`src/hdl/ppds_pkg.sv`:
```
// Shared types, constants and helper functions of the density scale core.
`default_nettype none

package ppds_pkg;

    localparam int MAX_BREAKPOINTS = 4;
    localparam int RADIUS_W        = 16;
    localparam int SCALE_W         = 16;
    localparam int EXP_W           = 16;
    localparam int SEG_W           = 2;
    localparam int WORD_W          = 48;
    localparam int USED_W          = 3;
    localparam int CFG_IDX_W       = 3;

    // divider: quotient bits per stage and stage count
    localparam int DIV_STEP   = 4;
    localparam int DIV_STAGES = RADIUS_W / DIV_STEP;

    // log / exp datapath
    localparam int FRAC_W  = 16;   // fraction bits of the log value
    localparam int MANT_W  = 31;   // Q1.30 mantissa
    localparam int COEF_W  = 30;   // Q1.30 factor, always below 1.0
    localparam int LZ_W    = 5;    // integer part of -log2, 0..16
    localparam int NL_W    = 21;   // -log2 in Q.16
    localparam int E_W     = 25;   // scaled log in Q.16
    localparam int SHIFT_W = 5;
    localparam int Q_W     = 18;   // rounded scale change
    localparam int RES_W   = 19;   // signed result before clamp

    typedef logic [CFG_IDX_W-1:0] t_cfg_idx;
    localparam t_cfg_idx REG_USED  = 3'd0;
    localparam t_cfg_idx REG_WORD0 = 3'd1;
    localparam t_cfg_idx REG_WORD1 = 3'd2;
    localparam t_cfg_idx REG_WORD2 = 3'd3;
    localparam t_cfg_idx REG_WORD3 = 3'd4;

    typedef logic [WORD_W-1:0] t_word;

    localparam logic [USED_W-1:0] USED_RESET  = 3'd1;
    localparam t_word             WORD0_RESET = 48'h0000_1000_0000;
    localparam t_word             WORD_RESET  = '0;

    localparam logic [SCALE_W-1:0] ONE_Q12    = 16'h1000;
    localparam logic [MANT_W-1:0]  ONE_Q30    = 31'h4000_0000;
    localparam logic [SCALE_W-1:0] SCALE_MAX  = 16'hFFFF;
    localparam logic [8:0]         SHIFT_KILL = 9'd31;

    // sideband that travels with each request down the pipe
    typedef struct packed {
        logic               bypass;   // result is sc0 as is
        logic [SCALE_W-1:0] sc0;
        logic [SCALE_W-1:0] sc1;
        logic [EXP_W-1:0]   pex;      // signed Q4.12 exponent
        logic [SEG_W-1:0]   seg;
    } t_side;

    // log stage -> exp stage command
    typedef struct packed {
        logic               kill;     // power is zero
        logic [SHIFT_W-1:0] shift;
        logic [FRAC_W-1:0]  frac;
    } t_pow_cmd;

    function automatic logic [RADIUS_W-1:0] bp_radius(input t_word w);
        return w[47:32];
    endfunction

    function automatic logic [SCALE_W-1:0] bp_scale(input t_word w);
        return w[31:16];
    endfunction

    function automatic logic [EXP_W-1:0] bp_exp(input t_word w);
        return w[15:0];
    endfunction

    // floor square root, elaboration use only
    function automatic logic [63:0] isqrt64(input logic [63:0] v);
        logic [63:0] x;
        logic [63:0] res;
        logic [63:0] probe;
        x     = v;
        res   = '0;
        probe = 64'h4000_0000_0000_0000;
        for (int j = 0; j < 32; j++) begin
            if (probe > x) probe = probe >> 2;
        end
        for (int j = 0; j < 32; j++) begin
            if (probe != 64'd0) begin
                if (x >= res + probe) begin
                    x   = x - (res + probe);
                    res = (res >> 1) + probe;
                end else begin
                    res = res >> 1;
                end
                probe = probe >> 2;
            end
        end
        return res;
    endfunction

    // 2^(-2^-idx) in Q1.30, chained square roots from 0.5
    function automatic logic [COEF_W-1:0] root_coef(input int idx);
        logic [63:0] c;
        c = 64'h2000_0000;
        for (int i = 1; i <= FRAC_W; i++) begin
            if (i <= idx) c = isqrt64(c << 30);
        end
        return c[COEF_W-1:0];
    endfunction

    localparam logic [COEF_W-1:0] ROOT_COEF [FRAC_W] = '{
        root_coef(1),  root_coef(2),  root_coef(3),  root_coef(4),
        root_coef(5),  root_coef(6),  root_coef(7),  root_coef(8),
        root_coef(9),  root_coef(10), root_coef(11), root_coef(12),
        root_coef(13), root_coef(14), root_coef(15), root_coef(16)
    };

endpackage

`default_nettype wire

```
`src/hdl/ppds_seg.sv`:
```
// Segment search over the breakpoint table and setup of offset and width.
`default_nettype none

module ppds_seg (
    input  logic                                    i_clk,
    input  logic                                    i_rst_n,
    input  logic                                    i_en,
    input  logic                                    i_valid,
    input  logic [ppds_pkg::RADIUS_W-1:0]           i_radius,
    input  logic [ppds_pkg::USED_W-1:0]             i_used,
    input  ppds_pkg::t_word                         i_words [ppds_pkg::MAX_BREAKPOINTS],
    output logic                                    o_valid,
    output ppds_pkg::t_side                         o_side,
    output logic [ppds_pkg::RADIUS_W-1:0]           o_off,
    output logic [ppds_pkg::RADIUS_W-1:0]           o_width
);
    import ppds_pkg::*;

    logic                r_valid;
    t_side               r_side;
    logic [RADIUS_W-1:0] r_off;
    logic [RADIUS_W-1:0] r_width;

    t_side               n_side;
    logic [RADIUS_W-1:0] n_off;
    logic [RADIUS_W-1:0] n_width;

    always_comb begin
        logic [SEG_W-1:0]  nm1;
        logic [SEG_W-1:0]  s;
        logic [SEG_W-1:0]  j;
        logic [USED_W-1:0] dec;
        logic              found;
        dec = i_used - USED_W'(1);
        priority if (i_used == '0) begin
            nm1 = '0;
        end else if (i_used > USED_W'(MAX_BREAKPOINTS)) begin
            nm1 = SEG_W'(MAX_BREAKPOINTS - 1);
        end else begin
            nm1 = dec[SEG_W-1:0];
        end

        s     = nm1;
        found = 1'b0;
        for (int i = 0; i < MAX_BREAKPOINTS - 1; i++) begin
            if (!found && SEG_W'(i) < nm1 && i_radius < bp_radius(i_words[i])) begin
                s     = SEG_W'(i);
                found = 1'b1;
            end
        end
        j = s - SEG_W'(1);

        n_side.sc1 = bp_scale(i_words[s]);
        n_side.pex = bp_exp(i_words[j]);
        n_off      = i_radius - bp_radius(i_words[j]);
        n_width    = bp_radius(i_words[s]) - bp_radius(i_words[j]);

        priority if (s == nm1 && i_radius >= bp_radius(i_words[s])) begin
            // at or past the last breakpoint
            n_side.bypass = 1'b1;
            n_side.sc0    = bp_scale(i_words[s]);
            n_side.seg    = s;
        end else if (s == '0) begin
            // below the first breakpoint
            n_side.bypass = 1'b1;
            n_side.sc0    = bp_scale(i_words[0]);
            n_side.seg    = '0;
        end else begin
            n_side.bypass = 1'b0;
            n_side.sc0    = bp_scale(i_words[j]);
            n_side.seg    = j;
        end
    end

    always_ff @(posedge i_clk) begin
        if (!i_rst_n) begin
            r_valid <= 1'b0;
        end else if (i_en) begin
            r_valid <= i_valid;
        end
    end

    always_ff @(posedge i_clk) begin
        if (i_en) begin
            r_side  <= n_side;
            r_off   <= n_off;
            r_width <= n_width;
        end
    end

    assign o_valid = r_valid;
    assign o_side  = r_side;
    assign o_off   = r_off;
    assign o_width = r_width;

endmodule

`default_nettype wire

```
`config.mk`:
```
export PLATFORM = sky130hd
export DESIGN_NAME = ppds_seg
export DESIGN_NICKNAME = d
export VERILOG_FILES = /design/src/hdl/ppds_pkg.sv /design/src/hdl/ppds_seg.sv
export SDC_FILE = /design/constraint.sdc
export NUM_CORES = 1
export LEC_CHECK = 0
export ABC_CLOCK_PERIOD_IN_PS = 21000
export BUFFER_PORTS_ARGS = -buffer_cell sky130_fd_sc_hd__buf_2
export CELL_PAD_IN_SITES_DETAIL_PLACEMENT = 1
export CELL_PAD_IN_SITES_GLOBAL_PLACEMENT = 1
export CORE_MARGIN = 2
export CORE_UTILIZATION = 35
export DETAILED_ROUTE_END_ITERATION = 16
export HOLD_SLACK_MARGIN = 0.08
export PLACE_DENSITY = 0.84
export SETUP_SLACK_MARGIN = 0.02
export SLEW_MARGIN = 20
export SYNTH_ARGS = -nofsm -noshare
export SYNTH_HDL_FRONTEND = slang
export SYNTH_SLANG_ARGS = --single-unit
```
`constraint.sdc`:
```
create_clock -name i_clk -period 21 [get_ports i_clk]
set_input_delay 5.25 -clock i_clk [delete_from_list [all_inputs] [get_ports i_clk]]
set_output_delay 5.25 -clock i_clk [all_outputs]
set_load 0.05 [all_outputs]
```
Yosys cells after proc, flatten, opt, wreduce, memory -nomap -nowiden
Cells that the tools add are included.
Word-level totals
  flip-flop bits (word level): 84
  output and inout port bits: 84
  input port bits: 215
Cells by class
  equality and inequality tests: 1
  magnitude comparators: 10
  add/subtract/negate cells: 4
  muxes and demuxes: 17
  reductions and logical operators: 10
  bitwise logic cells: 2
Operator list (count)
  $bmux 48 s2: 2
  $mux 48: 4
  $lt 16x16->1: 3
  $sub 16x16->16: 2
  $mux 17: 1
  $ge 16x16->1: 1
  $mux 16: 1
  $mux 2: 7
  $ge 3x3->1 const B: 2
  $logic_and 1x1->1: 6
  $not 2->3: 2
  $lt 1x2->1 const A: 2
  $sub 2x1->2 const B: 2
  $gt 3x3->1 const B: 1
  $logic_not 3->1: 1
  $eq 2x2->1: 1
  $logic_not 1->1: 2
  $logic_not 2->1: 1
  $lt 2x2->1 const A: 1
  $mux 1: 2

Longest topological paths before layout
Gate-level depths: netlist (run 1).
  depth after elaboration: 21
  mapped depth: 28
  gate-level depth less buffers: 23

Worst setup path before layout (run 1)
Ideal clock, no wire load.
  kind: input to register
  start point: in i_words[183] (netlist bit)
  end point: reg r_width[14] (netlist: o_width[14]) (data pin)
  arrival time: 10777 ps
  stages on the path: 27
  buffers on the path: 6
  path slack: 9953 ps
  setup time: 270 ps
  path through: inv_1 -> ha_1 -> a21oi_1 -> nand2_1 -> a2111oi_0 -> a21oi_1 -> o31a_1 -> o22a_1 -> buf_2 -> buf_6 -> buf_4 -> buf_2 -> ha_1 -> clkbuf_1 -> clkbuf_1 -> mux4_2 -> ha_1 -> fa_1 -> nor2b_1 -> o21ai_0 -> a21boi_0 -> o21ai_0 -> a21oi_1 -> o2111ai_1 -> nand3_1 -> a2111oi_0 -> or3b_2
Between the ends
  longest elaborated chain between the ends: 17
  elaborated cells on any way between the ends: 23
  those cells by class: 2 x add/sub; 1 x order compare; 11 x mux; 2 x bitwise; 7 x reduce/logical
Ends and longest elaborated chain
  start: declaration: RTL line ppds_seg.sv:11  | input ppds_pkg::t_word i_words [ppds_pkg::MAX_BREAKPOINTS],
  $lt 16x16->1: RTL line ppds_seg.sv:46  | if (!found && SEG_W'(i) < nm1 && i_radius < bp_radius(i_words[i])) begin
  $logic_and 1x1->1: RTL line ppds_seg.sv:46
  $mux 1: RTL line ppds_seg.sv:46
  $logic_not 1->1: RTL line ppds_seg.sv:46
  $logic_and 1x1->1 (2 in series): RTL line ppds_seg.sv:46
  $mux 1: RTL line ppds_seg.sv:46
  $logic_not 1->1: RTL line ppds_seg.sv:46
  $logic_and 1x1->1 (2 in series): RTL line ppds_seg.sv:46
  $mux 2: RTL line ppds_seg.sv:46
  $sub 2x1->2: RTL line ppds_seg.sv:51  | j = s - SEG_W'(1);
  $not 2->3 (not written as such): RTL line ppds_seg.sv:56  | n_width = bp_radius(i_words[s]) - bp_radius(i_words[j]);
  $bmux 48 s2: RTL line ppds_seg.sv:56
  $mux 48 (2 in series)
  $sub 16x16->16 (*): RTL line ppds_seg.sv:56
  named net n_width[14]: RTL line ppds_seg.sv:26  | logic [RADIUS_W-1:0] n_width;
  end signal: assignment: RTL line ppds_seg.sv:87  | r_width <= n_width;
  end: declaration: RTL line ppds_seg.sv:22  | logic [RADIUS_W-1:0] r_width;
Mark *: on every way through the listed nets, which the timed path passes. The rest lies on a longest branch. The select of a mux whose other input is x is not followed.
A chain may end at the register's enable or synchronous reset.

Worst setup path in the final report (run 1)
  start point: in i_radius[1] (netlist bit)
  end point: reg r_width[14] (netlist: o_width[14]) (data pin)
Between the ends
  longest elaborated chain between the ends: 17
  elaborated cells on any way between the ends: 25
  those cells by class: 2 x add/sub; 3 x order compare; 11 x mux; 2 x bitwise; 7 x reduce/logical
Ends and longest elaborated chain
  start: declaration: RTL line ppds_seg.sv:9  | input logic [ppds_pkg::RADIUS_W-1:0] i_radius,
  $lt 16x16->1: RTL line ppds_seg.sv:46
  $logic_and 1x1->1: RTL line ppds_seg.sv:46
  $mux 1: RTL line ppds_seg.sv:46
  $logic_not 1->1: RTL line ppds_seg.sv:46
  $logic_and 1x1->1 (2 in series): RTL line ppds_seg.sv:46
  $mux 1: RTL line ppds_seg.sv:46
  $logic_not 1->1: RTL line ppds_seg.sv:46
  $logic_and 1x1->1 (2 in series): RTL line ppds_seg.sv:46
  $mux 2 (*): RTL line ppds_seg.sv:46
  $sub 2x1->2: RTL line ppds_seg.sv:51
  $not 2->3 (not written as such): RTL line ppds_seg.sv:56
  $bmux 48 s2: RTL line ppds_seg.sv:56
  $mux 48 (2 in series)
  $sub 16x16->16 (*): RTL line ppds_seg.sv:56
  named net n_width[14]: RTL line ppds_seg.sv:26
Marked as above.

==> metrics.txt, run 1 <==
layout cells sized above 1=37.0%; initial core utilization=35.3%; Hold Crit Class=reg2reg; IO Count=299; peak supply drop=0.0421 mV; initial drt markers=roughly 450; critical path type=in2reg; relative slew slack=31.7%; top cell type by total area after synthesis=edfxtp_1; Area Growth Syn to Fin=25.7%; largest net degree at the start of global routing=85; Die Area=24700 um2; Routed Antenna Nets=0; top-area cell type share of the netlist area=30.3%; number of vias per cell=about 5.5; GPL Wtd Cong=0.887; Nets=1385; Tmin final=11.72 ns; number of antenna violations at the first check in global routing=4; post-synthesis sequential area ratio=between 30% and 40%; CTS resizes=0; Die W=157 um; EDFF count, synth=83; Num CTS Buffers=9; GRT Overall Usage=between 20 and 25%; max-cap violation count=0; register bit total from synthesis=84; post-route design area=approximately 10000 um2; H-Tree Depth=3; DRT Pass-1 Iters=4; crit path max fanout=49; Post-Syn Nets=roughly 1100; CTS tree=done; asr flop ratio synth=0%; Netlist cell types=slightly above 60; post-layout util=44.4%; count leader, synth=ha_1; CTS sink cnt=84; worst path required time=21.10 ns; final worst-path cycle share=a little under three fifths; Cells after Synth=792; Main synth FF type=edfxtp_1; fmax=85.4 MHz; DP Wirelength=22.6 mm; CP Data Arrival Time=11.81 ns; routed wire length=between 20 and 30 mm; Worst-Skew Late Latency=0.35 ns; IO buf count=298; Root Buffer=clkbuf_16; routed length per instance=20.6 um; Cell Area, Synth=8220 um2; mean post-synth cell area=10.4 um2; Critical Path Source Type=input port; RSZ-0062 raised after global routing=false; Longest Clk Path Bufs=2; number of setup buffers added after CTS=0; Clock Pin Slew Worst Setup and Hold Paths=0.08 ns; power density over the cells=about 100 nW/um2; Overflow after GRT=0; post-route DRC violation count=0; placed instance area=10000 um2; pin slew with the least headroom to its limit=1.02 ns; Final Max Slew Viols=0; die height=about 160 um; pre-CTS setup slack=8.82 ns; endpoints failing setup=0; Final Hold Vio Count=0; Worst Setup End Kind=flop; PnR worst setup slack=9.28 ns; num rows=56; vias post-DR=7688; Post-synth top cells=ha_1 (95), edfxtp_1 (83), inv_1 (79); Static Leak=0.00488 uW; status=complete, no violations; Final Power=about 1000 uW; global-route wire length before repair=43.7 mm; core area=23300 um2; final setup skew=0 ns; hold buffer count at cts=0; top cells by area, synth=edfxtp_1 (30%), ha_1 (14%), mux4_2 (8.8%); Ys Warns=0; Setup TNS=0 ns; vias in the first global route=8058
-- power breakdown --
group / switching (uW) / total [uW] / internal [uW]
Combinational: 402 / 612 / 210
Sequential: 12.0 / 265 / 253
Clock: 80.0 / 163 / 83.2
Total: 494 / 1040 / 547
-- state kept, by name, summed over array words and instances (netlist names) --
register  count
o_off        16
o_side       51
o_valid       1
o_width      16
-- kinds of logic (layout without fill, tap and decap cells) --
kind of cell,Yosys count,after routing,synth area share [%]
and+or+nand+nor,180,180,11.1
xor gates and xnor gates,24,24,2.56
DFF,84,84,30.6
adders and majority gates,97,97,14.9
AOI/OAI and AO/OA,177,177,15.9
other,0,4,0
buffers and inverters,115,401,5.78
muxes,115,115,19.2
-- placed cells by master (no fill, tap or decap), types with 24 or more instances in the layout --
cell	n
buf_2	297
ha_1	93
edfxtp_1	83
inv_1	79
mux2i_1	65
nor2_1	55
mux4_2	32
a221oi_1	31
a21oi_1	30
nor2b_1	28
nor3_1	26
o21ai_0	24
-- path summary, 6_finish.rpt --
| kind | endpoint | startpoint | cells past startpoint | slack, ns |
|---|---|---|---|---|
| hold / removal | o_valid | o_valid | 2 | 0.55 |
| setup / recovery | o_width[14] | i_radius[1] | 20 | 9.28 |
| setup reg to reg | o_valid | o_valid | 2 | 20.38 |
| hold reg to reg | o_valid | o_valid | 2 | 0.55 |
-- area by class of cell --
| cell class | instances | area [um2] |
|---|---|---|
| repair buffers | 305 | 1550 |
| clock buffers | 9 | 225 |
| fillers | 2753 | 12900 |
| inverters | 80 | 302 |
| multi-input cells | 593 | 5260 |
| flip-flops and latches | 84 | 2510 |
| diodes | 4 | 10.0 |
| well taps | 319 | 399 |
| clock inverters | 7 | 73.8 |
-- metrics by stage --
| stage | cells | hold slack [ns] |
|---|---|---|
| floorplan | 792 | 0.743 |
| global placement | 1381 | 0.504 |
| detailed placement | 1381 | 0.528 |
| CTS | 1397 | 0.552 |
| global route | 1398 | 0.585 |
| finish | 1401 | 0.554 |
-- worst max-delay path, stage by stage --
cell and delay (ns):
buf_2 0.16, ha_1 0.30, a2111oi_0 0.66, o2111ai_1 0.21, o22a_1 0.22, nor2_1 0.18, o22a_4 0.67, ha_2 0.94
mux4_2 0.44, ha_1 0.23, fa_1 0.41, nor2b_1 0.12, o21ai_0 0.19, a21boi_0 0.30, o21ai_0 0.15, a21oi_1 0.34
o2111ai_1 0.22, nand3_1 0.21, a2111oi_0 0.13, or3b_2 0.45
-- layer usage --
layer	vias to the layer above	GRT usage (%)	wire, um
met3	46	3.99	1310
met2	230	39.2	14400
li1	3616	-	-
met4	0	8.01	786
met1	3796	28.9	12400
met5	-	0	0
Note: power is estimated with default switching activity, not from simulation.
==> run 2, diff against run 1 <==
Settings changed: ABC_CLOCK_PERIOD_IN_PS 21000 to 10300, PLACE_DENSITY 0.84 to 0.87.
Clock period 21 ns to 10.3 ns, I/O delays scaled along.
==> metrics.txt, run 2 (synthesized netlist as in run 1, its figures left out) <==
status=complete, no violations (unchanged); H-Tree Depth=3 (unchanged); Critical Path Source Type=input port (unchanged); commonest non-fill, non-tap cells in the layout=buf_2 (297), ha_1 (94), edfxtp_1 (83) (was buf_2 (297), ha_1 (93), edfxtp_1 (83)); number of antenna violations at the first check in global routing=6 (was 4); vias in the first global route=8261 (was 8058); Final Hold Vio Count=0 (unchanged); reg2reg setup slack=9.68 ns (was 20.38 ns); fmax=113 MHz; Root Buffer=clkbuf_16 (unchanged); GR met1 Demand/Resource=29.7% (was 28.9%); DRT Pass-1 Iters=5 (was 4); CP cell instances=buf_2, ha_1, a21oi_1, nand2_1, a2111oi_0, a21oi_1, o31a_1, o21ai_4, inv_1, ha_2, mux4_2, inv_1, ha_1, nor2b_1, o31a_1, nor4_1, o311ai_0, o211ai_1, nor2_1, a211oi_1, o21ai_0, xnor2_1 (was buf_2, ha_1, a2111oi_0, o2111ai_1, o22a_1, nor2_1, o22a_4, ha_2, mux4_2, ha_1, fa_1, nor2b_1, o21ai_0, a21boi_0, o21ai_0, a21oi_1, o2111ai_1, nand3_1, a2111oi_0, or3b_2); max reg flops=51 (unchanged); Clock Pin Slew Worst Setup and Hold Paths=0.08 ns (about the same); reg2reg path depth=2 (unchanged); CTS tree=done (unchanged); GPL Wtd Cong=0.879 (was 0.887); Static Leak=0.00488 uW (about the same); largest net degree at the start of global routing=85 (unchanged); vias post-DR=7827 (was 7688); Final Max Slew Viols=0 (unchanged); GRT Overall Usage=23.4% (was 22.8%); placed instance area=10000 um2 (about the same); fillcell total=2759 (was 2753); CP Buf/Inv Count=3 (was 1); Num CTS Buffers=9 (unchanged); Tmin final=slightly below 9 ns; DP Wirelength=23.6 mm (was 22.6 mm); max incr delay on CP=0.73 ns (was 0.94 ns); Overflow after GRT=0 (unchanged); worst path required time=10.41 ns (was 21.10 ns); pin slew with the least headroom to its limit=1.03 ns (was 1.02 ns); peak supply drop=0.0901 mV (was 0.0421 mV); initial core utilization=35.3% (unchanged); Setup TNS=0 ns (unchanged); gr busiest metal=met2 (unchanged); final setup skew=0 ns (unchanged); critical path type=in2reg (unchanged); GR Util met2=39.3% (was 39.2%); post-route DRC violation count=0 (unchanged); routed length per instance=21.3 um (was 20.6 um); Longest Clk Path Bufs=2 (unchanged); Die Area=24700 um2 (unchanged); IO buf count=298 (unchanged); Die W=157 um (unchanged); number of setup buffers added after CTS=0 (unchanged); CTS sink cnt=84 (unchanged); commonest non-fill, non-tap cell in the layout=buf_2 (unchanged); CP max stage cell=a2111oi_0 (was ha_2); Area Growth Syn to Fin=25.5% (was 25.7%); Routed Antenna Nets=0 (unchanged); max-cap violation count=0 (unchanged); global-route wire length before repair=44.8 mm (was 43.7 mm); relative slew slack=31.2% (was 31.7%); routed wire length=29.8 mm (was 28.9 mm); CTS resizes=0 (unchanged); core area=23300 um2 (unchanged); initial drt markers=412 (was 445); Worst Setup End Kind=flop (unchanged); post-route design area=10300 um2 (about the same); hold buffer count at cts=0 (unchanged); final worst-path cycle share=a little under nine tenths; Hold Path Depth=2 (unchanged); Worst-Skew Late Latency=0.35 ns (about the same); num rows=56 (unchanged); met3 usage=3.85% (was 3.99%); crit path max fanout=14 (was 49); number of vias per cell=5.58 (was 5.49); power density over the cells=206 nW/um2 (was 101 nW/um2); Hold Crit Class=reg2reg (unchanged); placed cell count=1381 (unchanged); IO Count=299 (unchanged); Post-Layout Cell Count=1403 (was 1401); CP Data Arrival Time=8.97 ns (was 11.81 ns); RSZ-0062 raised after global routing=false (unchanged); endpoints failing setup=0 (unchanged); die height=157 um (unchanged); crit-path leading delay family=compound AO/OA/AOI/OAI gates (unchanged); Critical Path Stages=22 (was 20); Nets=1385 (unchanged); layout cells sized above 1=37.0% (unchanged)
run 2: cell count changes in the layout (fill, tap and decap cells not counted), sizes merged:
cell      before  now
inv           80   82
clkinv         5    4
diode          4    6
clkinvlp       2    1
run 2: final cells by class:
cell class	count	area (um2)	area share [%]
sequential	84	2510	24.3
inverter	80	302	2.92
clock buffer	9	225	2.18
tap	319	399	3.87
multi-input combinational	593	5260	50.9
antenna	6	15.0	0.146
timing repair buffer	305	1550	15.0
clock inverter	7	58.8	0.570
run 2: path summary, 6_finish.rpt:
kind | from | endpoint
worst max-delay path | i_radius[7] | o_off[15]
worst min-delay path | o_valid | o_valid
worst max register to register | o_valid | o_valid
worst min register to register | o_valid | o_valid
run 2: tightest hold or removal path, cell delays in order (launching register included):
cell and delay (ns):
dfxtp_1 0.34, mux2i_1 0.07, nor2b_1 0.10
run 2: metal layers:
metal	vias to the layer above	wire length (um)
met1	3893	12600
li1	3619	-
met2	251	14700
met3	62	1560
met5	-	13
met4	2	942
run 2: where the power goes:
| group | switching (uW) | leakage, uW | internal (uW) |
|---|---|---|---|
| Clock | 163 | 0.000138 | 168 |
| Combinational | 827 | 0.00392 | 427 |
| Sequential | 26.8 | 0.000821 | 517 |
| Total | 1020 | 0.00488 | 1110 |
run 2: per-stage QoR:
step	utilization, %	total power [uW]	setup slack [ns]	hold WS (ns)
after floorplan	-	1470	1.93	0.743
after global placement	43.0	1760	1.09	0.502
after detailed placement	43.1	1800	1.22	0.521
after CTS	44.3	2140	1.57	0.550
after global routing	44.3	2250	1.17	0.613
final	44.4	2130	1.45	0.550
