--- config.mk ---
export PLATFORM = sky130hd
export DESIGN_NAME = ppds_div
export DESIGN_NICKNAME = d
export VERILOG_FILES = /design/src/hdl/ppds_pkg.sv /design/src/hdl/ppds_div.sv
export SDC_FILE = /design/constraint.sdc
export NUM_CORES = 1
export LEC_CHECK = 0
export ABC_AREA = 1
export BUFFER_PORTS_ARGS = -buffer_cell sky130_fd_sc_hd__clkbuf_2
export CORE_MARGIN = 2
export CORE_UTILIZATION = 55
export CTS_BUF_LIST = sky130_fd_sc_hd__clkbuf_4 sky130_fd_sc_hd__clkbuf_8
export DETAILED_ROUTE_END_ITERATION = 10
export PLACE_DENSITY = 0.77
export RECOVER_POWER = 100
export REMOVE_ABC_BUFFERS = 1
export SLEW_MARGIN = 20
export SYNTH_ARGS = -nofsm -noshare
export SYNTH_HDL_FRONTEND = slang
export SYNTH_SLANG_ARGS = --single-unit
--- constraint.sdc ---
create_clock -name i_clk -period 13.1 [get_ports i_clk]
set_input_delay 1.31 -clock i_clk [delete_from_list [all_inputs] [get_ports i_clk]]
set_output_delay 1.31 -clock i_clk [all_outputs]
set_load 0.1 [all_outputs]
--- src/hdl/ppds_pkg.sv ---
// Shared types, constants and helper functions of the density scale core.
`default_nettype none

package ppds_pkg;

    localparam int MAX_BREAKPOINTS = 4;
    localparam int RADIUS_W        = 16;
    localparam int SCALE_W         = 16;
    localparam int EXP_W           = 16;
    localparam int SEG_W           = 2;
    localparam int WORD_W          = 48;
    localparam int USED_W          = 3;
    localparam int CFG_IDX_W       = 3;

    // divider: quotient bits per stage and stage count
    localparam int DIV_STEP   = 4;
    localparam int DIV_STAGES = RADIUS_W / DIV_STEP;

    // log / exp datapath
    localparam int FRAC_W  = 16;   // fraction bits of the log value
    localparam int MANT_W  = 31;   // Q1.30 mantissa
    localparam int COEF_W  = 30;   // Q1.30 factor, always below 1.0
    localparam int LZ_W    = 5;    // integer part of -log2, 0..16
    localparam int NL_W    = 21;   // -log2 in Q.16
    localparam int E_W     = 25;   // scaled log in Q.16
    localparam int SHIFT_W = 5;
    localparam int Q_W     = 18;   // rounded scale change
    localparam int RES_W   = 19;   // signed result before clamp

    typedef logic [CFG_IDX_W-1:0] t_cfg_idx;
    localparam t_cfg_idx REG_USED  = 3'd0;
    localparam t_cfg_idx REG_WORD0 = 3'd1;
    localparam t_cfg_idx REG_WORD1 = 3'd2;
    localparam t_cfg_idx REG_WORD2 = 3'd3;
    localparam t_cfg_idx REG_WORD3 = 3'd4;

    typedef logic [WORD_W-1:0] t_word;

    localparam logic [USED_W-1:0] USED_RESET  = 3'd1;
    localparam t_word             WORD0_RESET = 48'h0000_1000_0000;
    localparam t_word             WORD_RESET  = '0;

    localparam logic [SCALE_W-1:0] ONE_Q12    = 16'h1000;
    localparam logic [MANT_W-1:0]  ONE_Q30    = 31'h4000_0000;
    localparam logic [SCALE_W-1:0] SCALE_MAX  = 16'hFFFF;
    localparam logic [8:0]         SHIFT_KILL = 9'd31;

    // sideband that travels with each request down the pipe
    typedef struct packed {
        logic               bypass;   // result is sc0 as is
        logic [SCALE_W-1:0] sc0;
        logic [SCALE_W-1:0] sc1;
        logic [EXP_W-1:0]   pex;      // signed Q4.12 exponent
        logic [SEG_W-1:0]   seg;
    } t_side;

    // log stage -> exp stage command
    typedef struct packed {
        logic               kill;     // power is zero
        logic [SHIFT_W-1:0] shift;
        logic [FRAC_W-1:0]  frac;
    } t_pow_cmd;

    function automatic logic [RADIUS_W-1:0] bp_radius(input t_word w);
        return w[47:32];
    endfunction

    function automatic logic [SCALE_W-1:0] bp_scale(input t_word w);
        return w[31:16];
    endfunction

    function automatic logic [EXP_W-1:0] bp_exp(input t_word w);
        return w[15:0];
    endfunction

    // floor square root, elaboration use only
    function automatic logic [63:0] isqrt64(input logic [63:0] v);
        logic [63:0] x;
        logic [63:0] res;
        logic [63:0] probe;
        x     = v;
        res   = '0;
        probe = 64'h4000_0000_0000_0000;
        for (int j = 0; j < 32; j++) begin
            if (probe > x) probe = probe >> 2;
        end
        for (int j = 0; j < 32; j++) begin
            if (probe != 64'd0) begin
                if (x >= res + probe) begin
                    x   = x - (res + probe);
                    res = (res >> 1) + probe;
                end else begin
                    res = res >> 1;
                end
                probe = probe >> 2;
            end
        end
        return res;
    endfunction

    // 2^(-2^-idx) in Q1.30, chained square roots from 0.5
    function automatic logic [COEF_W-1:0] root_coef(input int idx);
        logic [63:0] c;
        c = 64'h2000_0000;
        for (int i = 1; i <= FRAC_W; i++) begin
            if (i <= idx) c = isqrt64(c << 30);
        end
        return c[COEF_W-1:0];
    endfunction

    localparam logic [COEF_W-1:0] ROOT_COEF [FRAC_W] = '{
        root_coef(1),  root_coef(2),  root_coef(3),  root_coef(4),
        root_coef(5),  root_coef(6),  root_coef(7),  root_coef(8),
        root_coef(9),  root_coef(10), root_coef(11), root_coef(12),
        root_coef(13), root_coef(14), root_coef(15), root_coef(16)
    };

endpackage

`default_nettype wire

--- src/hdl/ppds_div.sv ---
// Pipelined restoring divider: t = floor(off * 2^16 / width).
`default_nettype none

module ppds_div (
    input  logic                          i_clk,
    input  logic                          i_rst_n,
    input  logic                          i_en,
    input  logic                          i_valid,
    input  ppds_pkg::t_side               i_side,
    input  logic [ppds_pkg::RADIUS_W-1:0] i_off,
    input  logic [ppds_pkg::RADIUS_W-1:0] i_width,
    output logic                          o_valid,
    output ppds_pkg::t_side               o_side,
    output logic [ppds_pkg::RADIUS_W-1:0] o_quot
);
    import ppds_pkg::*;

    logic                r_valid [DIV_STAGES];
    t_side               r_side  [DIV_STAGES];
    logic [RADIUS_W-1:0] r_rem   [DIV_STAGES];
    logic [RADIUS_W-1:0] r_quot  [DIV_STAGES];
    logic [RADIUS_W-1:0] r_width [DIV_STAGES];

    logic [RADIUS_W-1:0] n_rem   [DIV_STAGES];
    logic [RADIUS_W-1:0] n_quot  [DIV_STAGES];

    always_comb begin
        logic [RADIUS_W:0]   dbl;
        logic [RADIUS_W-1:0] rem;
        logic [RADIUS_W-1:0] quot;
        logic [RADIUS_W-1:0] wdt;
        for (int g = 0; g < DIV_STAGES; g++) begin
            if (g == 0) begin
                rem  = i_off;
                quot = '0;
                wdt  = i_width;
            end else begin
                rem  = r_rem[g-1];
                quot = r_quot[g-1];
                wdt  = r_width[g-1];
            end
            for (int k = 0; k < DIV_STEP; k++) begin
                dbl = {rem, 1'b0};
                if (dbl >= {1'b0, wdt}) begin
                    dbl  = dbl - {1'b0, wdt};
                    quot = {quot[RADIUS_W-2:0], 1'b1};
                end else begin
                    quot = {quot[RADIUS_W-2:0], 1'b0};
                end
                rem = dbl[RADIUS_W-1:0];
            end
            n_rem[g]  = rem;
            n_quot[g] = quot;
        end
    end

    always_ff @(posedge i_clk) begin
        if (!i_rst_n) begin
            for (int g = 0; g < DIV_STAGES; g++) r_valid[g] <= 1'b0;
        end else if (i_en) begin
            r_valid[0] <= i_valid;
            for (int g = 1; g < DIV_STAGES; g++) r_valid[g] <= r_valid[g-1];
        end
    end

    always_ff @(posedge i_clk) begin
        if (i_en) begin
            r_side[0]  <= i_side;
            r_width[0] <= i_width;
            for (int g = 1; g < DIV_STAGES; g++) begin
                r_side[g]  <= r_side[g-1];
                r_width[g] <= r_width[g-1];
            end
            for (int g = 0; g < DIV_STAGES; g++) begin
                r_rem[g]  <= n_rem[g];
                r_quot[g] <= n_quot[g];
            end
        end
    end

    assign o_valid = r_valid[DIV_STAGES-1];
    assign o_side  = r_side[DIV_STAGES-1];
    assign o_quot  = r_quot[DIV_STAGES-1];

endmodule

`default_nettype wire

# [Yosys cells after proc, flatten, opt, wreduce, memory -nomap -nowiden]
# Memories as Yosys holds them, arrays and structs flattened.
# Cells that the tools add are included.
[classes] addsub=16 magnitude_cmp=16 n_mux=41 bitwise_logic=4
[ops] operator="17-bit by 16-bit greater-or-equal comparator with 1-bit output" count=16
[ops] operator="16-bit two-way mux" count=16
[ops] operator="16-bit subtractor" count=16
[ops] operator="1-bit two-way mux" count=25
[ops] operator="1-bit OR" count=4
[totals] regBits=0 ramBits=400 in_bits=87 word_cells=82 n_memories=5
[memory_table] name="r_side" depth=4 word_bits=51 read_ports=4 rd_clocked_by_memory_dff=0 wr=4 line="ppds_div.sv:19" text="t_side r_side [DIV_STAGES];"
[memory_table] name="r_quot" depth=4 word_bits=16 read_ports=4 rd_clocked_by_memory_dff=0 wr=4 line="ppds_div.sv:21" text="logic [RADIUS_W-1:0] r_quot [DIV_STAGES];"
[memory_table] name="r_rem" depth=4 word_bits=16 read_ports=3 rd_clocked_by_memory_dff=0 wr=4 line="ppds_div.sv:20" text="logic [RADIUS_W-1:0] r_rem [DIV_STAGES];"
[memory_table] name="r_width" depth=4 word_bits=16 read_ports=3 rd_clocked_by_memory_dff=0 wr=4 line="ppds_div.sv:22" text="logic [RADIUS_W-1:0] r_width [DIV_STAGES];"
[memory_table] name="r_valid" depth=4 word_bits=1 read_ports=4 rd_clocked_by_memory_dff=0 wr=4 line="ppds_div.sv:18" text="logic r_valid [DIV_STAGES];"

# [Depth between registers and ports, before layout]
# Gate-level depths: netlist of run 1.
# An unclocked memory read counts as a cell.
[depth] ltp_word=9 ltp_mapped=57 ltp_nobuf=53

# [Worst setup path after synthesis of run 1]
# OpenSTA, ideal clock, no wires.
[synth_path] kind="input port to flip-flop" from="input port i_width[2] in the netlist's numbering" to="memory r_rem[0][7] (data pin)" t_arrival_ns=7.612 setup_slack_ns=5.236 cell_stages=45 n_path_buf=5 path_cell_list="inv_1 -> ha_1 -> or2_1 -> nand3_2 -> nand2_2 -> nand2_2 -> nand2_4 -> a21oi_4 -> buf_2 -> nand2_1 -> o21ai_0 -> ha_1 -> a21oi_1 -> o21ai_0 -> a31oi_1 -> nand2_1 -> nand2_1 -> clkbuf_1 -> (+9 left out) -> a21oi_2 -> nand3_2 -> buf_6 -> buf_4 -> nand2_1 -> nand2_1 -> ha_1 -> a21oi_1 -> o21ai_0 -> nand2_1 -> nand3_1 -> nand3_1 -> nand3_1 -> a211oi_1 -> nand3_2 -> buf_6 -> nand2_1 -> nand2_1"
[synth_rtl] element="start, declared" line="ppds_div.sv:11" text="input logic [ppds_pkg::RADIUS_W-1:0] i_width,"
[synth_rtl] element="end, declared" line="ppds_div.sv:20"

==> results summary, run 1 <==
The run finished, with violations left. The final reports fail on capacitance limit, slew limit. The area growth from synthesis to layout is 8.90%. Of the cells placed in the final design, the portion with a size suffix greater than 1 is 0.0733. Of the post-synthesis cell area, the dominant cell type holds 0.402.

The die area is 0.0480 mm2. The share of the Yosys chip area taken by registers is 0.404. The global-route wire length before repair is around 110000 um. The initial antenna violation count is 1.

The final-report max-slew violation count is between 300 and 400. The largest buffer count on any clock path is 3. The clock reaches the later pin of the worst-skew pair after 660 ps. The finished layout cell area came out at 0.0277 mm2. The remaining max-slew budget at the tightest pin came out at -2.39.

Counting flops with a built-in enable in the synthesized netlist gives 341. The count of instances resized after the clock tree is built came out at 0. The largest driver fanout on the critical path is 24. Across every metal layer, demand over resource in global routing totals 0.288. The cell area reported after detailed placement came out at 0.0267 mm2. The proportion of register bits with asynchronous set or reset after synthesis is 0. STA classifies the critical path startpoint as a primary input.

TritonCTS built the clock tree. For this run, the leading register cell type out of synthesis is sky130_fd_sc_hd__edfxtp_1. The largest area contributor in the netlist is sky130_fd_sc_hd__edfxtp_1. Yosys printed 0 warnings. The dominant delay contributor by cell family on the critical path is compound AO/OA/AOI/OAI gates. Ranked by instance count, the synthesized netlist is headed by sky130_fd_sc_hd__nand2_1 (927), sky130_fd_sc_hd__edfxtp_1 (341), sky130_fd_sc_hd__inv_1 (322). Among all cell types in the netlist, the one instantiated most often is sky130_fd_sc_hd__nand2_1. The tool flagged a number of max-cap violations equal to 5.

The total overflow reported by the global router is 0. The number of buffers created by CTS came out at 55. The floorplan core area came out at 0.0456 mm2. In this run the remaining antenna-violating nets after routing total 0.

The critical path in this run is classified as in -> reg. The number of detailed-route iterations in the first pass is 8. At the end of routability-driven placement, the weighted congestion stood at 0.989. The mean routed wirelength per cell came out at between 15 and 20 um. The via count of the first global-routing pass came to 20900. The cell count after synthesis came out at 3085.

The number of DRC markers in iteration 0 came out at 1894. The number of setup buffers added after CTS came out at 0. Yosys attributes the largest share of cell area to sky130_fd_sc_hd__edfxtp_1 (40%), sky130_fd_sc_hd__nand2_1 (14%), sky130_fd_sc_hd__ha_1 (12%). The synthesized area divided by synthesized cell count is 8.26 um2.

The summed instance area of the synthesized netlist came out at around 0.025 mm2. The worst clock skew on the final layout came out at 37.8 ps. From bottom edge to top edge, the die measures 219 um. The transition at the pin with the smallest max-transition slack came out at 5080 ps. The floorplan step set the die width to 219 um. In this run, placement finished with an instance count of 3798. For this configuration, the core starts out at a cell density of 0.559. The clock period could shrink to 11020 ps. The clock-pin slew reported for the worst setup and hold paths after clock tree synthesis is 60 ps. Dividing the detail-routed via count by the number of cells gives 5.60.

The number of clock sinks seen by CTS came out at 344. The count of endpoints failing setup in the final report came out at 0. The via count of the routed design is 21900.

The part of the cycle the worst path needs is 0.841. The number of H-tree levels came out at 2. The number of input and output port buffers inserted is 154. The setup slack on the worst flop-to-flop path came out at 2200 ps. The total negative slack for setup checks is 0 ps. The non-filler instance count after layout came out at 3903.

The final hold violation count came out at 0. The placement row count is 78. In this design, the critical path's most frequently occurring cell is sky130_fd_sc_hd__nand2_1. The maximum number of pins on one net before global-route repair is around 100. Once detailed placement completed, the half-perimeter wirelength came to 54000 um. The highest clock rate came out at 90.7 MHz. The number of library cell types mapped by synthesis is between 50 and 60. The count of unresolved DRC violations after routing came out at 0. Setup repair after global routing left no endpoint under its margin. The number of synthesized register bits came out at 344. Summed over all layers, the routed wires come to 69200 um. The number of buffers added to fix hold violations after cts came out at 0. The kind of capture point of the worst setup path is a flop. The tree is rooted in a sky130_fd_sc_hd__clkbuf_8. In this run the worst hold path is classified as reg -> reg. The count of nets after finishing is between 3000 and 4000. The critical path required time is 13480 ps. STA puts the critical path data arrival time at 11400 ps. The number of buffers and inverters on the critical path is 5. The standard cell with the maximum stage delay on the critical path is sky130_fd_sc_hd__a21oi_1. The delay contributed by the slowest stage of the critical path is between 1000 and 1500 ps. The count of pins on the block boundary came out at 155.
sequential cells by signal, summed over array words and instances (netlist names):
signal   cells
r_width     48
r_valid      4
r_quot      40
r_rem       48
r_side     204
cells in the final DEF, fill, tap and decap left out, drive strengths merged, types with 3 or more instances in the layout:
cell type	count
nand2	951
edfxtp	341
inv	336
ha	244
nand3	241
clkbuf	237
a21oi	220
nor2	183
o21ai	169
xnor2	92
xor2	91
or2	22
nand4	19
a21o	17
clkinv	16
nor3	15
a31oi	13
a21boi	13
o21bai	12
nor4	11
nand3b	10
a211oi	7
bufinv	6
and3	5
o211ai	5
o2111ai	4
fa	4
o21a	3
dfxtp	3
routing by layer:
metal / routed length (um) / global-route usage
met1: 29800 / 0.376
met2: 32600 / 0.483
met3: 4040 / 0.0395
met4: 2730 / 0.118
met5: 0 / 0
worst paths after layout:
check	start	end	cells past startpoint
worst max register to register	r_width[0][7]$_DFFE_PP_	r_rem[1][14]$_DFFE_PP_	42
worst max-delay path	i_width[11]	r_rem[0][5]$_DFFE_PP_	43
worst min register to register	r_side[0][10]$_DFFE_PP_	r_side[1][10]$_DFFE_PP_	0
worst min-delay path	r_side[0][10]$_DFFE_PP_	r_side[1][10]$_DFFE_PP_	0
through the flow:
stage | setup slack [ps] | hold slack (ps) | utilization
after floorplan | 4810 | 400 | -
after global placement | 3020 | 400 | 0.586
after detailed placement | 2680 | 405 | 0.586
after CTS | 3320 | 401 | 0.613
after global routing | 1200 | 406 | 0.609
final | 2080 | 414 | 0.609
cell families after synthesis:
| group | Yosys count | share of synthesized area |
|---|---|---|
| fa+ha+maj | 248 | 0.123 |
| buf+inv | 381 | 0.0629 |
| compound gates | 470 | 0.102 |
| simple gates | 1459 | 0.245 |
| xor+xnor | 183 | 0.0629 |
| flops | 344 | 0.404 |
cell type report:
| type | count | area [um2] |
|---|---|---|
| Fill cell | 4010 | 17800 |
| Sequential cell | 344 | 10300 |
| Clock inverter | 24 | 288 |
| Multi-Input combinational cell | 2360 | 13500 |
| Clock buffer | 79 | 950 |
| Inverter | 336 | 1280 |
| Timing Repair Buffer | 158 | 678 |
| Tap cell | 600 | 751 |
| Antenna cell | 2 | 5.00 |
Power of run 1 is left out: the tool's default activity adds up to more than one toggle a clock period on the data nets, which glitch-free logic cannot reach.
==> inputs of run 2 (changes only) <==
==> constraint.sdc (replaced) <==
create_clock -name i_clk -period 11.15 [get_ports i_clk]
set_input_delay 1.115 -clock i_clk [delete_from_list [all_inputs] [get_ports i_clk]]
set_output_delay 1.115 -clock i_clk [all_outputs]
set_load 0.1 [all_outputs]
==> run 2 against run 1 <==
  * Sequential share of layout area increased by 0.14 points
  * Design area decreased by 0.37%
  * Hold slack got worse by 23 ps
  * Die area unchanged
  * Setup slack got worse by 780 ps
  * Cell count decreased by 0.13%
  * Routed wire length increased by 0.78%
  * Utilization decreased by 0.23 points
  * Global-route usage increased by 0.12 points
  * First-iteration DRC count decreased by 11%
  * The run still ends with capacitance limit, slew limit left
==> results summary, run 2 (synthesized netlist as in run 1, its figures left out) <==
The largest driver fanout on the critical path is 24 (unchanged). Ranked by flip-flop count, first place goes to r_side. The total overflow reported by the global router is 0 (unchanged). The initial antenna violation count is 2 (+1). Of the available clock period, the critical path in the final layout requires 0.883.

In this run the critical register-to-register path is captured at r_rem[2][0]$_SDFFCE_PN0P_. The die extent in x came out at 219 um (unchanged). The finished layout cell area was 0.0276 mm2 (-0.37%).

The worst setup path is captured at a flop. The number of H-tree levels is 2 (unchanged). The count of endpoints failing setup in the final report came to 0 (unchanged). The delay contributed by the slowest stage of the critical path came out at 560 ps (-690 ps). Setup repair after global routing left no endpoint under its margin. The final hold violation count was 0 (unchanged). The count of antenna-violating nets left after detailed routing came out at 0 (unchanged). The mean routed wirelength per cell is 17.9 um (+0.91%).

The highest clock rate is 102 MHz. The die area is 0.0480 mm2 (unchanged). The count of instances resized after the clock tree is built came out at 0 (unchanged). The count of nets after finishing came out at 3591 (+0.028%). The remaining max-slew budget at the tightest pin was -1.83 (+0.562). In this design, the critical path's most frequently occurring cell is sky130_fd_sc_hd__nand2_1. The number of buffers created by CTS was 55 (unchanged).

The worst hold slack is 391 ps (-22.5 ps). The largest buffer count on any clock path is 3 (unchanged). On the critical path the largest part of the delay comes from simple AND/OR/NAND/NOR gates. The count of unresolved DRC violations after routing is 0 (unchanged). The worst hold path stage count was 0 (unchanged). The final-report max-slew violation count is 348 (-7.2%). Leaving out fill and tap cells, the most frequent cell in the layout is sky130_fd_sc_hd__nand2_1. The later-pin clock latency in the skew report came out at 670 ps (about the same). The checks that failed: capacitance limit, slew limit. The worst setup path is launched from a primary input. The number of input and output port buffers inserted is 154 (unchanged). The number of clock sinks seen by CTS is 344 (unchanged). The clock tree from TritonCTS is yes. The chip height was 219 um (unchanged).

The via count of the routed design is 21800 (-0.20%). The count of fill cells added during filler insertion is 4013 (+0.075%). The path class of the tightest hold or removal check is reg -> reg. The final RePlAce weighted congestion is 0.984 (-0.56%). The max-capacitance violation count came to 3 (-2). The share of final-layout standard cells stronger than drive strength 1 is 0.0707 (-0.00262). The worst clock skew on the final layout came out at 43.5 ps (+5.69 ps).

The largest individual stage delay along the critical path comes from the cell sky130_fd_sc_hd__a21oi_4. The startpoint of the worst-slack reg-to-reg timing path is r_width[1][12]$_DFFE_PP_. The HPWL reported at the end of detailed placement came out at 54700 um (+1.3%). The number of DRC markers in iteration 0 came to 1694 (-11%). The floorplan core area was 0.0456 mm2 (unchanged).

The setup slack on the worst flop-to-flop path is 1390 ps (-810 ps). The total negative slack for setup checks was 0 ps (unchanged). The flow ran to the end, but the final reports show violations.

The number of detailed-route iterations in the first pass came out at 5 (-3). The clock-pin slew reported for the worst setup and hold paths after clock tree synthesis was 60 ps (about the same). The placement row count came out at 78 (unchanged). The area growth from synthesis to layout is 8.50%. The transition at the pin with the smallest max-transition slack came out at 4240 ps (-843 ps). The worst hold path terminates at r_quot[2][4]$_DFFE_PP_. The largest registers in the layout are r_side x204, r_rem x48, r_width x48. The global-route wire length before repair came to 108000 um (about the same). The CTS root buffer is sky130_fd_sc_hd__clkbuf_8. Subtracting the final worst setup slack from the clock period gives 9850 ps. The total global routing track utilization came out at 0.289 (+0.00116). The via count of the first global-routing pass came out at 20700 (-0.98%). In this run the most critical hold path is launched from r_quot[1][0]$_DFFE_PP_. The number of flip-flops under the largest register name is 204 (unchanged). The buffer and inverter count on the worst path came out at 5 (unchanged). The worst-case reg-to-reg path depth is 44 (+4.8%).

The core utilization of the finished layout was 0.606 (-0.00225). The number of setup buffers added after CTS is 0 (unchanged). The critical path required time came out at 11530 ps (-1950 ps). The number of buffers added to fix hold violations after cts was 0 (unchanged). The count of pins on the block boundary is 155 (unchanged).

The maximum number of pins on one net before global-route repair came out at 187 (+83%). By startpoint and endpoint, the worst setup path is classified as in -> reg. The via density per instance is 5.60 (about the same). The initial standard-cell utilization of the core is 0.559 (unchanged). The library cells used most frequently in the layout, excluding fill and tap cells, are sky130_fd_sc_hd__nand2_1 (932), sky130_fd_sc_hd__edfxtp_1 (341), sky130_fd_sc_hd__inv_1 (323), sky130_fd_sc_hd__ha_1 (244), sky130_fd_sc_hd__nand3_1 (228). The wire length reported by the detailed router came out at 69800 um (+0.78%).

The signal arrival time at the worst endpoint is 10230 ps (-1170 ps). The cell area reported after detailed placement is 0.0267 mm2 (about the same).
run 2: worst max-delay path by stage:
stage / to / cells after the start / startpoint
floorplan: r_rem[0][10]$_DFFE_PP_ / 39 / i_width[2]
global placement: r_rem[0][14]$_DFFE_PP_ / 43 / i_width[11]
detailed placement: r_rem[0][15]$_DFFE_PP_ / 42 / i_width[11]
CTS: r_rem[2][1]$_DFFE_PP_ / 40 / r_width[1][12]$_DFFE_PP_
global route: r_rem[1][12]$_DFFE_PP_ / 41 / r_width[0][10]$_DFFE_PP_
finish: r_rem[0][11]$_DFFE_PP_ / 43 / i_width[11]
run 2: layout make-up:
| type | count | area (um2) | area share |
|---|---|---|---|
| multi-input cells | 2360 | 13500 | 0.489 |
| flip-flops and latches | 344 | 10300 | 0.373 |
| inverters | 336 | 1280 | 0.0462 |
| clock buffers | 71 | 877 | 0.0317 |
| well taps | 600 | 751 | 0.0272 |
| repair buffers | 159 | 693 | 0.0251 |
| clock inverters | 26 | 216 | 0.00783 |
| diodes | 2 | 5.00 | 0.000181 |
run 2: routing by layer:
metal	up-vias	wire [um]	GRT usage	share of wire
met1	10200	29900	0.374	0.43
met3	181	4200	0.0401	0.060
met5	-	0	0	0
li1	10800	-	-	-
met2	684	32700	0.487	0.47
met4	0	2990	0.121	0.043
run 2: stage by stage:
stage / setup slack [ps] / std cells
floorplan: 3060 / 3040
global placement: 1500 / 3799
detailed placement: 1300 / 3799
CTS: 1910 / 3896
global route: 508 / 3898
finish: 1300 / 3898
Power of run 2 is left out for the same reason.
